<file path="src/sv/qwt_pkg.sv">
// Shared types and constants for the quoted word tokenizer.
// No dependencies; every other file in the block imports this package.
`timescale 1ns / 1ps

package qwt_pkg;

	localparam int MAX_WORD_DEF = 256;
	localparam int QDEPTH       = 4;
	localparam int QPTR_W       = $clog2(QDEPTH);
	localparam int QCNT_W       = $clog2(QDEPTH + 1);

	localparam logic [1:0] KIND_CHAR = 2'd0;
	localparam logic [1:0] KIND_END  = 2'd1;
	localparam logic [1:0] KIND_LINE = 2'd2;
	localparam logic [1:0] KIND_ERR  = 2'd3;

	localparam logic [7:0] CH_UNDER = 8'h5F;
	localparam logic [7:0] CH_SEMI  = 8'h3B;
	localparam logic [7:0] CH_LT    = 8'h3C;
	localparam logic [7:0] CH_QUOTE = 8'h22;
	localparam logic [7:0] CH_LBR   = 8'h7B;
	localparam logic [7:0] CH_RBR   = 8'h7D;
	localparam logic [7:0] CH_COMMA = 8'h2C;
	localparam logic [7:0] CH_SPACE = 8'h20;
	localparam logic [7:0] CH_TAB   = 8'h09;
	localparam logic [7:0] CH_CR    = 8'h0D;

	typedef struct packed {
		logic [7:0] ch;
		logic       line_end;
	} qwt_in_t;

	typedef struct packed {
		logic [1:0] kind;
		logic [7:0] word_char;
		logic       last;
	} qwt_out_t;

	typedef struct packed {
		qwt_out_t res;
		logic     two;
	} qwt_entry_t;

	typedef struct packed {
		logic full;
		logic empty;
	} qwt_qstat_t;

endpackage

</file>
<file path="src/sv/qwt_front.sv">
// Front part of the tokenizer: accepts characters, tracks the scan mode and word length,
// and pushes one queue entry for every request that produces results. Uses qwt_pkg.
`timescale 1ns / 1ps

module qwt_front #(
	parameter int MAX_WORD = qwt_pkg::MAX_WORD_DEF
) (
	input  logic               clk,
	input  logic               arst_n,
	input  logic               item_valid,
	output logic               item_stall,
	input  qwt_pkg::qwt_in_t   item,
	input  qwt_pkg::qwt_qstat_t qstat,
	output logic               push,
	output qwt_pkg::qwt_entry_t push_entry
);
	import qwt_pkg::*;

	localparam int LEN_W = $clog2(MAX_WORD);

	typedef enum logic [4:0] {
		M_SKIP   = 5'b00001,
		M_PLAIN  = 5'b00010,
		M_QUOTE  = 5'b00100,
		M_BRACE  = 5'b01000,
		M_IGNORE = 5'b10000
	} mode_t;

	mode_t            mode_q, nxt_mode;
	logic [LEN_W-1:0] len_q, nxt_len, base_len;
	logic             accept, blank, take, end_w, res_push;
	logic [7:0]       tch;
	qwt_entry_t       ent;

	assign item_stall = qstat.full;
	assign accept     = item_valid && !item_stall;

	always_comb begin
		blank    = (item.ch inside {[CH_TAB:CH_CR], CH_SPACE});
		base_len = (mode_q == M_PLAIN || mode_q == M_QUOTE || mode_q == M_BRACE) ? len_q : '0;
		nxt_mode = mode_q;
		nxt_len  = len_q;
		res_push = 1'b0;
		take     = 1'b0;
		end_w    = 1'b0;
		tch      = item.ch;
		ent      = '{res: '{kind: KIND_CHAR, word_char: 8'd0, last: 1'b1}, two: 1'b0};
		if (item.line_end) begin
			res_push = 1'b1;
			nxt_mode = M_SKIP;
			nxt_len  = '0;
			if (mode_q == M_PLAIN || mode_q == M_QUOTE || mode_q == M_BRACE) begin
				ent.res.kind = KIND_END;
				ent.res.last = 1'b0;
				ent.two      = 1'b1;
			end else begin
				ent.res.kind = KIND_LINE;
			end
		end else begin
			case (mode_q)
				M_IGNORE: begin
				end
				M_PLAIN: begin
					if (blank || item.ch == CH_COMMA) end_w = 1'b1;
					else take = 1'b1;
				end
				M_QUOTE: begin
					if (item.ch == CH_QUOTE) begin
						end_w = 1'b1;
					end else begin
						take = 1'b1;
						tch  = blank ? CH_UNDER : item.ch;
					end
				end
				M_BRACE: begin
					if (item.ch == CH_RBR) end_w = 1'b1;
					else take = 1'b1;
				end
				default: begin
					nxt_mode = M_SKIP;
					nxt_len  = '0;
					if (blank) begin
					end else if (item.ch == CH_QUOTE) begin
						nxt_mode = M_QUOTE;
					end else if (item.ch == CH_LBR) begin
						nxt_mode = M_BRACE;
					end else if (item.ch == CH_SEMI) begin
						nxt_mode = M_IGNORE;
					end else if (item.ch == CH_COMMA) begin
						end_w = 1'b1;
					end else begin
						nxt_mode = M_PLAIN;
						take     = 1'b1;
					end
				end
			endcase
			if (end_w) begin
				res_push     = 1'b1;
				ent.res.kind = KIND_END;
				nxt_mode     = M_SKIP;
				nxt_len      = '0;
			end
			if (take) begin
				if (base_len == LEN_W'(MAX_WORD - 1)) begin
					res_push     = 1'b1;
					ent.res.kind = KIND_ERR;
					nxt_mode     = M_IGNORE;
					nxt_len      = '0;
				end else begin
					nxt_len = base_len + LEN_W'(1);
					if (tch != CH_SEMI && tch != CH_LT) begin
						res_push          = 1'b1;
						ent.res.kind      = KIND_CHAR;
						ent.res.word_char = tch;
					end
				end
			end
		end
	end

	assign push       = accept && res_push;
	assign push_entry = ent;

	always_ff @(posedge clk or negedge arst_n) begin
		if (!arst_n) begin
			mode_q <= M_SKIP;
			len_q  <= '0;
		end else if (accept) begin
			mode_q <= nxt_mode;
			len_q  <= nxt_len;
		end
	end

endmodule

</file>
<file path="src/sv/qwt_queue.sv">
// Short queue of result entries between the front and back parts of the tokenizer.
// Uses qwt_pkg for the entry type and depth.
`timescale 1ns / 1ps

module qwt_queue (
	input  logic                clk,
	input  logic                arst_n,
	input  logic                push,
	input  qwt_pkg::qwt_entry_t push_entry,
	input  logic                pop,
	output qwt_pkg::qwt_entry_t head,
	output qwt_pkg::qwt_qstat_t qstat
);
	import qwt_pkg::*;

	qwt_entry_t        mem_q [QDEPTH];
	logic [QPTR_W-1:0] wptr_q, rptr_q;
	logic [QCNT_W-1:0] cnt_q;

	assign qstat.full  = (cnt_q == QCNT_W'(QDEPTH));
	assign qstat.empty = (cnt_q == '0);
	assign head        = mem_q[rptr_q];

	always_ff @(posedge clk) begin
		if (push) begin
			mem_q[wptr_q] <= push_entry;
		end
	end

	always_ff @(posedge clk or negedge arst_n) begin
		if (!arst_n) begin
			wptr_q <= '0;
			rptr_q <= '0;
			cnt_q  <= '0;
		end else begin
			if (push) wptr_q <= wptr_q + QPTR_W'(1);
			if (pop) rptr_q <= rptr_q + QPTR_W'(1);
			if (push && !pop) cnt_q <= cnt_q + QCNT_W'(1);
			else if (pop && !push) cnt_q <= cnt_q - QCNT_W'(1);
		end
	end

endmodule

</file>
<file path="src/sv/qwt_back.sv">
// Back part of the tokenizer: pops queue entries into the output register and
// expands an end-of-word entry at a line end into its trailing line-done result. Uses qwt_pkg.
`timescale 1ns / 1ps

module qwt_back (
	input  logic                clk,
	input  logic                arst_n,
	input  qwt_pkg::qwt_entry_t head,
	input  qwt_pkg::qwt_qstat_t qstat,
	output logic                pop,
	output logic                result_valid,
	input  logic                result_stall,
	output qwt_pkg::qwt_out_t   result
);
	import qwt_pkg::*;

	logic     valid_q, pend_q, load;
	qwt_out_t res_q;

	assign load         = !valid_q || !result_stall;
	assign pop          = load && !pend_q && !qstat.empty;
	assign result_valid = valid_q;
	assign result       = res_q;

	always_ff @(posedge clk or negedge arst_n) begin
		if (!arst_n) begin
			valid_q <= 1'b0;
			pend_q  <= 1'b0;
		end else if (load) begin
			if (pend_q) begin
				valid_q <= 1'b1;
				pend_q  <= 1'b0;
			end else begin
				valid_q <= !qstat.empty;
				pend_q  <= !qstat.empty && head.two;
			end
		end
	end

	always_ff @(posedge clk) begin
		if (load) begin
			if (pend_q) res_q <= '{kind: KIND_LINE, word_char: 8'd0, last: 1'b1};
			else res_q <= head.res;
		end
	end

endmodule

</file>
<file path="src/sv/quoted_word_tokenizer.sv">
// Top level of the quoted word tokenizer: front classifier, result queue and back end.
// Depends on qwt_pkg, qwt_front, qwt_queue and qwt_back.
// The block takes one character per clock cycle and gives at most one result per cycle. A line
// end that closes an open word gives two results from a single queue entry; the four-entry queue
// between the front and the output register absorbs this, and the input stalls only while that
// queue is full. A result passes through the queue and then the output register before it
// appears on the output. MAX_WORD sets the length at which a word is cut off with an error.
`timescale 1ns / 1ps

module quoted_word_tokenizer #(
	parameter int MAX_WORD = qwt_pkg::MAX_WORD_DEF
) (
	input  logic              clk,
	input  logic              arst_n,
	input  logic              item_valid,
	output logic              item_stall,
	input  qwt_pkg::qwt_in_t  item,
	output logic              result_valid,
	input  logic              result_stall,
	output qwt_pkg::qwt_out_t result
);
	import qwt_pkg::*;

	logic       push, pop;
	qwt_entry_t push_entry, head;
	qwt_qstat_t qstat;

	qwt_front #(.MAX_WORD(MAX_WORD)) u_front (
		.clk        (clk),
		.arst_n     (arst_n),
		.item_valid (item_valid),
		.item_stall (item_stall),
		.item       (item),
		.qstat      (qstat),
		.push       (push),
		.push_entry (push_entry)
	);

	qwt_queue u_queue (
		.clk        (clk),
		.arst_n     (arst_n),
		.push       (push),
		.push_entry (push_entry),
		.pop        (pop),
		.head       (head),
		.qstat      (qstat)
	);

	qwt_back u_back (
		.clk          (clk),
		.arst_n       (arst_n),
		.head         (head),
		.qstat        (qstat),
		.pop          (pop),
		.result_valid (result_valid),
		.result_stall (result_stall),
		.result       (result)
	);

endmodule

</file>
<file path="config.mk">
export PLATFORM = sky130hd
export DESIGN_NAME = quoted_word_tokenizer
export DESIGN_NICKNAME = d
export VERILOG_FILES = /design/src/sv/qwt_pkg.sv /design/src/sv/qwt_front.sv /design/src/sv/qwt_queue.sv /design/src/sv/qwt_back.sv /design/src/sv/quoted_word_tokenizer.sv
export SDC_FILE = /design/constraint.sdc
export NUM_CORES = 1
export LEC_CHECK = 0
export BUFFER_PORTS_ARGS = -buffer_cell sky130_fd_sc_hd__buf_4
export CORE_UTILIZATION = 65
export CTS_CLUSTER_DIAMETER = 100
export DETAILED_ROUTE_END_ITERATION = 12
export PLACE_DENSITY = 0.88
export SLEW_MARGIN = 10
export SYNTH_ARGS = -nofsm -noshare
export SYNTH_HDL_FRONTEND = slang
export SYNTH_HIERARCHICAL = 1
export SYNTH_SLANG_ARGS = --single-unit
export TNS_END_PERCENT = 50
</file>
<file path="constraint.sdc">
create_clock -name clk -period 7.5 [get_ports clk]
set_input_delay 2.25 -clock clk [delete_from_list [all_inputs] [get_ports clk]]
set_output_delay 2.25 -clock clk [all_outputs]
set_load 0.01 [all_outputs]
</file>
# Word level (Yosys, flattened, before mapping)
# Memories as Yosys holds them, arrays and structs flattened.
# Cells that the tools add are included.
[word_totals]
reg_bits = 33
latch_bits = 0
ram_bits = 48
rom_bits = 0
output_inout_bits = 13
wordCells = 118
mem_count = 1
[op_classes]
n_addsub = 5
mul = 0
div_mod_pow = 0
n_lt_le_gt_ge = 2
eq_ne = 15
n_shift = 0
n_mux = 60
n_bitwise = 0
n_reduce_logical = 25
[mem_list]
columns = ["name", "depth", "width", "read_ports", "rd_clocked_by_memory_dff", "write_ports", "line_no", "text"]
rows = [
  ["u_queue.mem_q", 4, 12, 1, 0, 1, "qwt_queue.sv:16", "qwt_entry_t mem_q [QDEPTH];"],
]
[op_table]
columns = ["operator", "count"]
rows = [
  ["8-bit 2-to-1 mux", 12],
  ["5-bit 2-to-1 mux", 9],
  ["8-bit by 6-bit == test with 1-bit output, second input constant", 4],
  ["1-bit 2-to-1 mux", 28],
  ["8-bit by 7-bit == test with 1-bit output, second input constant", 2],
  ["8-bit by 6-bit != test with 1-bit output, second input constant", 2],
  ["10-bit 2-to-1 mux", 1],
  ["2-bit 2-to-1 mux", 5],
  ["1-bit logical AND", 9],
  ["9-bit 2-to-1 mux", 1],
  ["8-bit by 1-bit adder with 8-bit output, second input constant", 1],
  ["8-bit == test, second input constant", 1],
  ["8-bit by 4-bit greater-or-equal comparator with 1-bit output, second input constant", 1],
  ["8-bit by 4-bit less-or-equal comparator with 1-bit output, second input constant", 1],
  ["1-bit case mux with 4 select lines", 2],
  ["1-bit zero test", 7],
  ["3-bit 2-to-1 mux", 2],
  ["5-bit by 2-bit == test with 1-bit output, second input constant", 1],
  ["5-bit by 3-bit == test with 1-bit output, second input constant", 1],
  ["5-bit by 4-bit == test with 1-bit output, second input constant", 1],
  ["5-bit == test, second input constant", 1],
  ["2-bit by 1-bit adder with 2-bit output, second input constant", 2],
  ["1-bit logical OR", 4],
  ["4-bit by 1-bit != test with 1-bit output, second input constant", 1],
  ["7 further kinds", 8],
]

# Logic depth before layout (Yosys ltp)
# Gate-level depths: netlist (run 1).
[depth]
word_depth = 18
ltp_mapped = 16

# By module
# Netlist (run 1), hierarchy kept.
[by_module_without_submodules]
columns = ["module", "instances", "cells_per_inst", "area_each_um2", "seq_area_each_um2"]
rows = [
  ["qwt_queue", 1, 97, 2153.3, 1616.6],
  ["qwt_front", 1, 176, 1325.0, 326.6],
  ["qwt_back", 1, 30, 506.7, 380.4],
]

# Worst setup path before layout (run 1)
# Ideal clock, no wire load.
[synth_timing]
path_kind = "input port to flip-flop"
from = "in item[1] (netlist bit)"
to = "reg u_queue.cnt_q[2]"
setup_time_ns = 0.079
arrival_ns = 4.881
path_slack_ns = 2.540
cell_stages = 13
path_buffers = 1
path_cell_list = "buf_4 nor2b_1 o211a_1 a31o_4 o31ai_4 o21ai_0 a21oi_1 ha_1 inv_1 fa_1 xor2_1 nor2_1 xor2_1"
[synth_via]
elab_chain_cells = 17
word_cells_on_any_way = 49
classes_between = "order compare (2); eq/ne (8); mux (30); reduce/logical (9)"
[synth_lines]
columns = ["item", "line_no", "text"]
rows = [
  ["from (decl)", "quoted_word_tokenizer.sv:17", "input qwt_pkg::qwt_in_t item,"],
  ["8-bit by 4-bit greater-or-equal comparator with 1-bit output (tied with other cells)", "qwt_front.sv:39", "blank = (item.ch inside {[CH_TAB:CH_CR], CH_SPACE});"],
  ["1-bit logical AND / 1-bit 2-to-1 mux (equally long branches)", "qwt_front.sv:39, qwt_front.sv:89", ""],
  ["2-bit nonzero test / 1-bit 2-to-1 mux (equally long branches)", "qwt_front.sv:39, qwt_front.sv:87", ""],
  ["8-bit 2-to-1 mux / 1-bit 2-to-1 mux (equally long branches)", "qwt_front.sv:72, qwt_front.sv:85", ""],
  ["8-bit 2-to-1 mux / 1-bit 2-to-1 mux (equally long branches)", "qwt_front.sv:68, qwt_front.sv:83", ""],
  ["8-bit 2-to-1 mux / 1-bit 2-to-1 mux (equally long branches)", "qwt_front.sv:60, qwt_front.sv:82", ""],
  ["8-bit 2-to-1 mux / 1-bit case mux with 4 select lines (equally long branches)", "qwt_front.sv:48, qwt_front.sv:60", ""],
  ["8-bit by 6-bit != test with 1-bit output / 1-bit 2-to-1 mux (equally long branches)", "qwt_front.sv:111, qwt_front.sv:48", ""],
  ["[... 2 more ...]", "-", ""],
  ["1-bit 2-to-1 mux", "qwt_front.sv:104", "if (base_len == LEN_W'(MAX_WORD - 1)) begin"],
  ["1-bit 2-to-1 mux *", "qwt_front.sv:103", "if (take) begin"],
  ["1-bit 2-to-1 mux *", "qwt_front.sv:48", "if (item.line_end) begin"],
  ["1-bit logical AND *", "qwt_front.sv:121", "assign push = accept && res_push;"],
  ["via push", "quoted_word_tokenizer.sv:24", "logic push, pop;"],
  ["1-bit zero test", "qwt_queue.sv:39", "else if (pop && !push) cnt_q <= cnt_q - QCNT_W'(1);"],
  ["1-bit logical AND", "qwt_queue.sv:39", ""],
  ["2-bit nonzero test (no source line)", "-", ""],
  ["to (signal assigned)", "qwt_queue.sv:38", "if (push && !pop) cnt_q <= cnt_q + QCNT_W'(1);"],
  ["to (signal assigned)", "qwt_queue.sv:39", ""],
  ["to (decl)", "qwt_queue.sv:18", "logic [QCNT_W-1:0] cnt_q;"],
]
# Mark *: on every way through the listed nets, which the timed path passes. The rest lies on a longest branch. The select of a mux whose other input is x is not followed.
# A chain may end at the register's enable or synchronous reset.

# Worst setup path after layout (run 1)
[layout_timing]
from = "in item[8] (netlist bit)"
to = "reg u_queue.cnt_q[2]"
# Same word-level chain as after synthesis.

==> out/results.tsv, run 1 <==
metric	value	unit
TritonRoute pass-1 iters	4	
CP Capture Type	register	
switching share of power	32.3	%
# rows	28	
htree depth	3	
initial antenna violation count	0	
I/O Buffers	25	
post-synthesis cell area	3990	um2
core area	5920	um2
MaxCap Viol Count	0	
status	completed	
Sw Pwr	499	uW
synthesized flop and latch total	81	
Worst Hold Class	reg -> reg	
chip width	80.3	um
slew of the pin with the lowest slew margin	0.773	ns
Syn-to-layout area delta	9.14	%
CTS tree	built	
Slowest-stage cell, CP	nor4_1	
number of synthesized flops with an enable pin	59	
post-synthesis cell type count	63	
DRT iter0 DRCs	147	
# diodes	0	
CP Launch Type	input port	
vias in the first global route	2382	
Rel. slew slack	48.5	%
Leak	0.00168	uW
Crit path top cell by count	xor2_1	
Synth Flop Type	edfxtp_1	
sequential-to-total area share from yosys stat	58.3	%
Post-Syn Nets	323	
vias per cell	6.15	
post-route setup TNS	0	ns
Sink Count	81	
CTS resizes	0	
final critical-path share of the clock period	66.8	%
Starting Density	67.3	%
WP buf/inv	2	
layout cells sized above 1	17.1	%
count of final hold-check violations	0	
Pint	1040	uW
clock-pin slew reported for the worst setup and hold paths after clock tree synthesis	0.08	ns
IO Pins	26	
worst-skew pair later-pin latency	0.34	ns
WL final	7230	um
post-cts hold buffer count	0	
DR vias	2477	
Post-CTS Setup Inserts	0	
dpl hpwl	5000	um
Max VDD drop	0.211	mV
largest net degree at the start of global routing	23	
critical path peak fanout	8	
first-pass GRT wire length	11600	um
PD cells	355	nW/um2
crit path cell chain	buf_4 > nand4b_1 > or2_2 > nor4_1 > a2111o_1 > nand2_1 > a21oi_1 > ha_1 > inv_1 > fa_1 > xor2_1 > nor2_1 > xor2_1	
all-layer global routing usage	25.1	%
Arrival @ worst endpoint	5.28	ns
final-report max-slew violation count	0	
Inserted Clock Buffers	9	
RSZ-0062 raised after global routing	no	
final worst path period need	5.01	ns
CP delay by family, top	simple AND/OR/NAND/NOR gates	
CP Class	in -> reg	
CP required	7.77	ns
fmax	0.200	GHz
Routed Antenna Nets	0	
Clock Path Buffers	2	
clock network fraction of design power	20.3	%
Die ar.	6450	um2
Combinational Power Share	32.1	%
total DRC errors in the routed layout	0	
fin nets	343	
Synth Warn #	6	
root buf cell	clkbuf_8	
GP Congestion	0.947	
final global-route overflow total	0	
syn avg cell area	13.2	um2
part of the power in registers	47.6	%
Setup Viol. Count Final	0	
WL/cell	17.9	um
Fin Hold WS	0.497	ns
Fin Clk Skew	0.00727	ns
die height	80.3	um
Crit path largest cell delay	0.44	ns
synthesized instance count	303	
async set-reset flop share out of synthesis	27.2	%
-- synthesized netlist by cell type (4+ instances only) --
| master | count | area, um2 |
|---|---|---|
| a21oi_1 | 7 | 35.0 |
| a31oi_1 | 4 | 25.0 |
| and2_1 | 7 | 43.8 |
| and2b_1 | 5 | 37.5 |
| and3_1 | 5 | 31.3 |
| buf_2 | 4 | 20.0 |
| dfrtp_1 | 21 | 526 |
| edfxtp_1 | 59 | 1770 |
| ha_1 | 6 | 75.1 |
| inv_1 | 10 | 37.5 |
| mux4_1 | 4 | 105 |
| mux4_2 | 8 | 180 |
| nand2_1 | 29 | 109 |
| nand3_1 | 5 | 25.0 |
| nor2_1 | 16 | 60.1 |
| nor2b_1 | 9 | 56.3 |
| nor3_1 | 4 | 20.0 |
| nor4_1 | 4 | 25.0 |
| o21a_1 | 5 | 37.5 |
| o21ai_0 | 13 | 65.1 |
| xor2_1 | 5 | 43.8 |
-- layout by cell type (no fill, tap or decap), types with 3 or more instances in the layout --
master and n:
edfxtp_1 59, a22o_1 3, ha_1 6, nor4_1 4, nor2b_1 9, mux4_2 8
o21a_1 5, nor3_1 4, inv_1 10, nand2_1 29, and3_1 5, and2b_1 5
nor2_1 16, mux4_1 4, o21ai_0 13, a21o_1 3, and2_1 7, dfrtp_1 21
a21oi_1 7, buf_4 25, nor3b_1 3, xnor2_1 3, o211a_1 3, clkbuf_8 10
o31ai_1 3, a31oi_1 4, xor2_1 5, nand3_1 5
-- tightest hold or removal path, cell delays in order, from the launching register on --
cell and delay (ns):
dfstp_2 0.39, nand2_1 0.06, nand2_1 0.05
-- cell type report --
cell class | count | area (um2)
flip-flops and latches | 81 | 2320
fillers | 386 | 1570
well taps | 75 | 93.8
clock buffers | 11 | 141
multi-input cells | 196 | 1510
clock inverters | 5 | 56.3
inverters | 10 | 37.5
repair buffers | 25 | 188
-- cell families after synthesis --
| family | count (synthesis) | share of synthesized area [%] |
|---|---|---|
| AND/OR/NAND/NOR | 107 | 14.6 |
| flip-flops | 81 | 58.3 |
| AO/OA/AOI/OAI | 58 | 10.8 |
| buffers and inverters | 26 | 3.83 |
| multiplexers | 16 | 8.32 |
| XOR/XNOR | 8 | 1.76 |
| adder cells (fa/ha/maj) | 7 | 2.39 |
-- power by group through the flow --
stage / registers [uW] / logic, uW / clock network [uW]
global placement: 734 / 467 / 0
floorplan: 701 / 404 / 0
global route: 751 / 544 / 334
detailed placement: 745 / 493 / 0
CTS: 737 / 497 / 316
finish: 734 / 495 / 313
-- registers in the layout (all words and copies together), names as in the netlist --
name and cells:
u_queue/mem_q 48, u_front/len_q 8, u_front/mode_q 5, u_back/pend_q 1, u_back/result 11, u_queue/wptr_q 2
u_queue/cnt_q 3, u_back/result_valid 1, u_queue/rptr_q 2
-- through the flow --
step	instance area [um2]	total power [uW]	utilization [%]	instances	setup slack [ns]
2_1_floorplan	3990	1110	-	303	2.54
3_3_place_gp	4150	1200	70.1	387	2.27
3_5_place_dp	4150	1240	70.1	387	2.14
4_1_cts	4350	1550	73.5	403	2.51
5_1_grt	4350	1630	73.5	403	2.29
6_report	4350	1540	73.5	403	2.49
-- routing by layer --
| layer | track usage (%) | share of wire, % | vias up |
|---|---|---|---|
| li1 | - | - | 1178 |
| met1 | 31.7 | 43 | 1210 |
| met2 | 42.9 | 51 | 77 |
| met3 | 4.66 | 4.6 | 12 |
| met4 | 10.2 | 1.9 | 0 |
| met5 | 0 | 0 | - |
-- worst paths after layout --
check                             startpoint                end  slack [ns]  depth (start not counted)
min reg2reg                u_front/mode_q[0]  u_front/mode_q[0]        0.50                          2
min                        u_front/mode_q[0]  u_front/mode_q[0]        0.50                          2
max                                  item[8]   u_queue/cnt_q[2]        2.49                         13
max reg2reg                u_front/mode_q[1]   u_queue/cnt_q[2]        3.47                         15
min in group asynchronous             arst_n   u_front/len_q[0]        1.80                          1
max in group asynchronous             arst_n  u_front/mode_q[0]        5.41                          1
(Power assumes the default switching activity.)
==> inputs of run 2 (changes only) <==
--- a/config.mk
+++ b/config.mk
@@ -6,10 +6,10 @@
 export NUM_CORES = 1
 export LEC_CHECK = 0
 export BUFFER_PORTS_ARGS = -buffer_cell sky130_fd_sc_hd__buf_4
-export CORE_UTILIZATION = 65
+export CORE_UTILIZATION = 54
 export CTS_CLUSTER_DIAMETER = 100
 export DETAILED_ROUTE_END_ITERATION = 12
-export PLACE_DENSITY = 0.88
+export PLACE_DENSITY = 0.78
 export SLEW_MARGIN = 10
 export SYNTH_ARGS = -nofsm -noshare
 export SYNTH_HDL_FRONTEND = slang
==> constraint.sdc (replaced) <==
create_clock -name clk -period 4.08 [get_ports clk]
set_input_delay 1.224 -clock clk [delete_from_list [all_inputs] [get_ports clk]]
set_output_delay 1.224 -clock clk [all_outputs]
set_load 0.01 [all_outputs]
==> run 2 against run 1 <==
Sequential share of layout area down 0.11 points. Sequential power up 83%. Via count down 0.48%. Sequential cell count unchanged. Non-clock buffer count up 3. Cell count up 6.0%. Critical path depth up 2. Wire length down 2.6%. Hold slack worse by 0.0053 ns. Clock-buffer cell count up 1. First-iteration DRC count down 45%. Critical endpoint unchanged. Largest cell class unchanged. Largest power group unchanged. Highest routed layer unchanged.
==> out/results.tsv, run 2 (synthesis results as in run 1) <==
metric	value	unit
all-layer global routing usage	20.4	%
Setup Viol. Count Final	0	
fillcell total	529	
Post-Place Setup Slack	0.256	ns
critical path peak fanout	7	
PD cells	628	nW/um2
final worst path period need	3.67	ns
first-pass GRT wire length	11500	um
layout cells sized above 1	16.9	%
# rows	30	
final-report max-slew violation count	0	
worst-skew pair later-pin latency	0.34	ns
IO Pins	26	
Clock Path Buffers	2	
R2R Setup Slk	0.41	ns
fmax	0.272	GHz
post-cts hold buffer count	0	
final global-route overflow total	0	
total DRC errors in the routed layout	0	
CP Capture Type	register	
die height	87.9	um
Arrival @ worst endpoint	3.94	ns
root buf cell	clkbuf_8	
CTS resizes	0	
final setup margin	0.407	ns
CP required	4.34	ns
Reg with most FFs	u_queue/mem_q	
Rel. slew slack	48.2	%
initial antenna violation count	0	
hold_sp	u_front/mode_q[0]	
Syn-to-layout area delta	9.36	%
dpl hpwl	4940	um
MaxCap Viol Count	0	
Routed Antenna Nets	0	
Worst Hold Class	reg -> reg	
fin nets	346	
Leak	0.00167	uW
TritonRoute pass-1 iters	4	
status	completed	
Die ar.	7730	um2
commonest non-fill, non-tap cell in the layout	edfxtp_1	
cells on worst reg2reg path	15	
final critical-path share of the clock period	90.0	%
CP Launch Type	register	
Hold EP	u_front/mode_q[0]	
WL/cell	16.5	um
GP Congestion	0.881	
htree depth	3	
RSZ-0062 raised after global routing	no	
most frequent cells in the layout	edfxtp_1, nand2_1, buf_4, dfrtp_1, nor2_1	
Fin Clk Skew	0.00602	ns
count of final hold-check violations	0	
Inserted Clock Buffers	9	
Post-CTS Setup Inserts	0	
core area	6940	um2
DRT iter0 DRCs	81	
Sink Count	81	
switching share of power	32.5	%
max reg flops	48	
Starting Density	57.4	%
I/O Buffers	25	
post-route setup TNS	0	ns
worst reg2reg endpoint	u_queue/cnt_q[2]	
Slowest-stage cell, CP	dfrtp_1	
slew of the pin with the lowest slew margin	0.778	ns
Combinational Power Share	33.4	%
Max VDD drop	0.324	mV
Cells on Worst Hold Path	2	
vias per cell	5.77	
Pint	1850	uW
worst r2r src	u_front/mode_q[3]	
clock network fraction of design power	17.6	%
Crit path largest cell delay	0.46	ns
part of the power in registers	49.0	%
chip width	87.9	um
clock-pin slew reported for the worst setup and hold paths after clock tree synthesis	0.08	ns
CP startpoint	u_front/mode_q[3]	
CP Class	reg -> reg	
Sw Pwr	889	uW
# diodes	0	
WL final	7040	um
crit path cell chain	o21ai_0 > o211a_1 > and2_1 > ha_1 > and3_1 > nand2_1 > nor2_2 > o21ai_0 > a21oi_1 > ha_1 > inv_1 > fa_1 > xor2_1 > nor2_1 > xor2_1	
CTS tree	built	
DR vias	2465	
largest net degree at the start of global routing	23	
vias in the first global route	2437	
run 2: through the flow:
step	hold slack (ns)	area [um2]	cells	util, %	total power, uW
after floorplan	0.456	3990	303	-	2030
after global placement	0.473	4200	411	60.5	2240
after detailed placement	0.480	4200	411	60.5	2280
after CTS	0.492	4360	427	62.7	2770
after global routing	0.517	4360	427	62.8	2920
final	0.492	4360	427	62.8	2740
run 2: layout make-up:
type	instances	area (um2)	area share (%)
sequential	81	2320	53.3
inverter	10	37.5	0.861
clock buffer	12	135	3.10
timing repair buffer	28	210	4.82
clock inverter	4	20.0	0.459
multi-input combinational	196	1510	34.7
tap	96	120	2.76
run 2: critical path: cells and delay by family (launching register included):
family	cells	cell delay, ns
buf+inv	1	0.07
compound gates	4	1.00
xor+xnor	2	0.30
fa+ha+maj	3	0.89
flops	1	0.46
simple gates	5	0.88
run 2: worst max path at each step:
stage | endpoint | slack [ns] | depth (start not counted)
6_report | u_queue/cnt_q[2] | 0.41 | 15
2_1_floorplan | u_queue/cnt_q[2] | 0.15 | 13
5_1_grt | u_queue/cnt_q[2] | 0.1 | 15
3_3_place_gp | u_queue/cnt_q[1] | 0.29 | 11
4_1_cts | u_queue/cnt_q[2] | 0.33 | 15
3_5_place_dp | u_queue/cnt_q[2] | 0.26 | 13
run 2: routing by layer:
layer / wire, um / vias to the layer above / track usage, %
li1: - / 1186 / -
met1: 3030 / 1208 / 26.1
met2: 3610 / 62 / 34.7
met3: 308 / 9 / 3.96
met4: 85 / 0 / 7.30
met5: 0 / - / 0
run 2: power by group through the flow:
stage | Sequential [uW] | Clock, uW | Combinational, uW
global placement | 1350 | 0 | 893
global route | 1370 | 529 | 1020
detailed placement | 1360 | 0 | 918
floorplan | 1290 | 0 | 742
finish | 1340 | 483 | 914
CTS | 1350 | 496 | 923
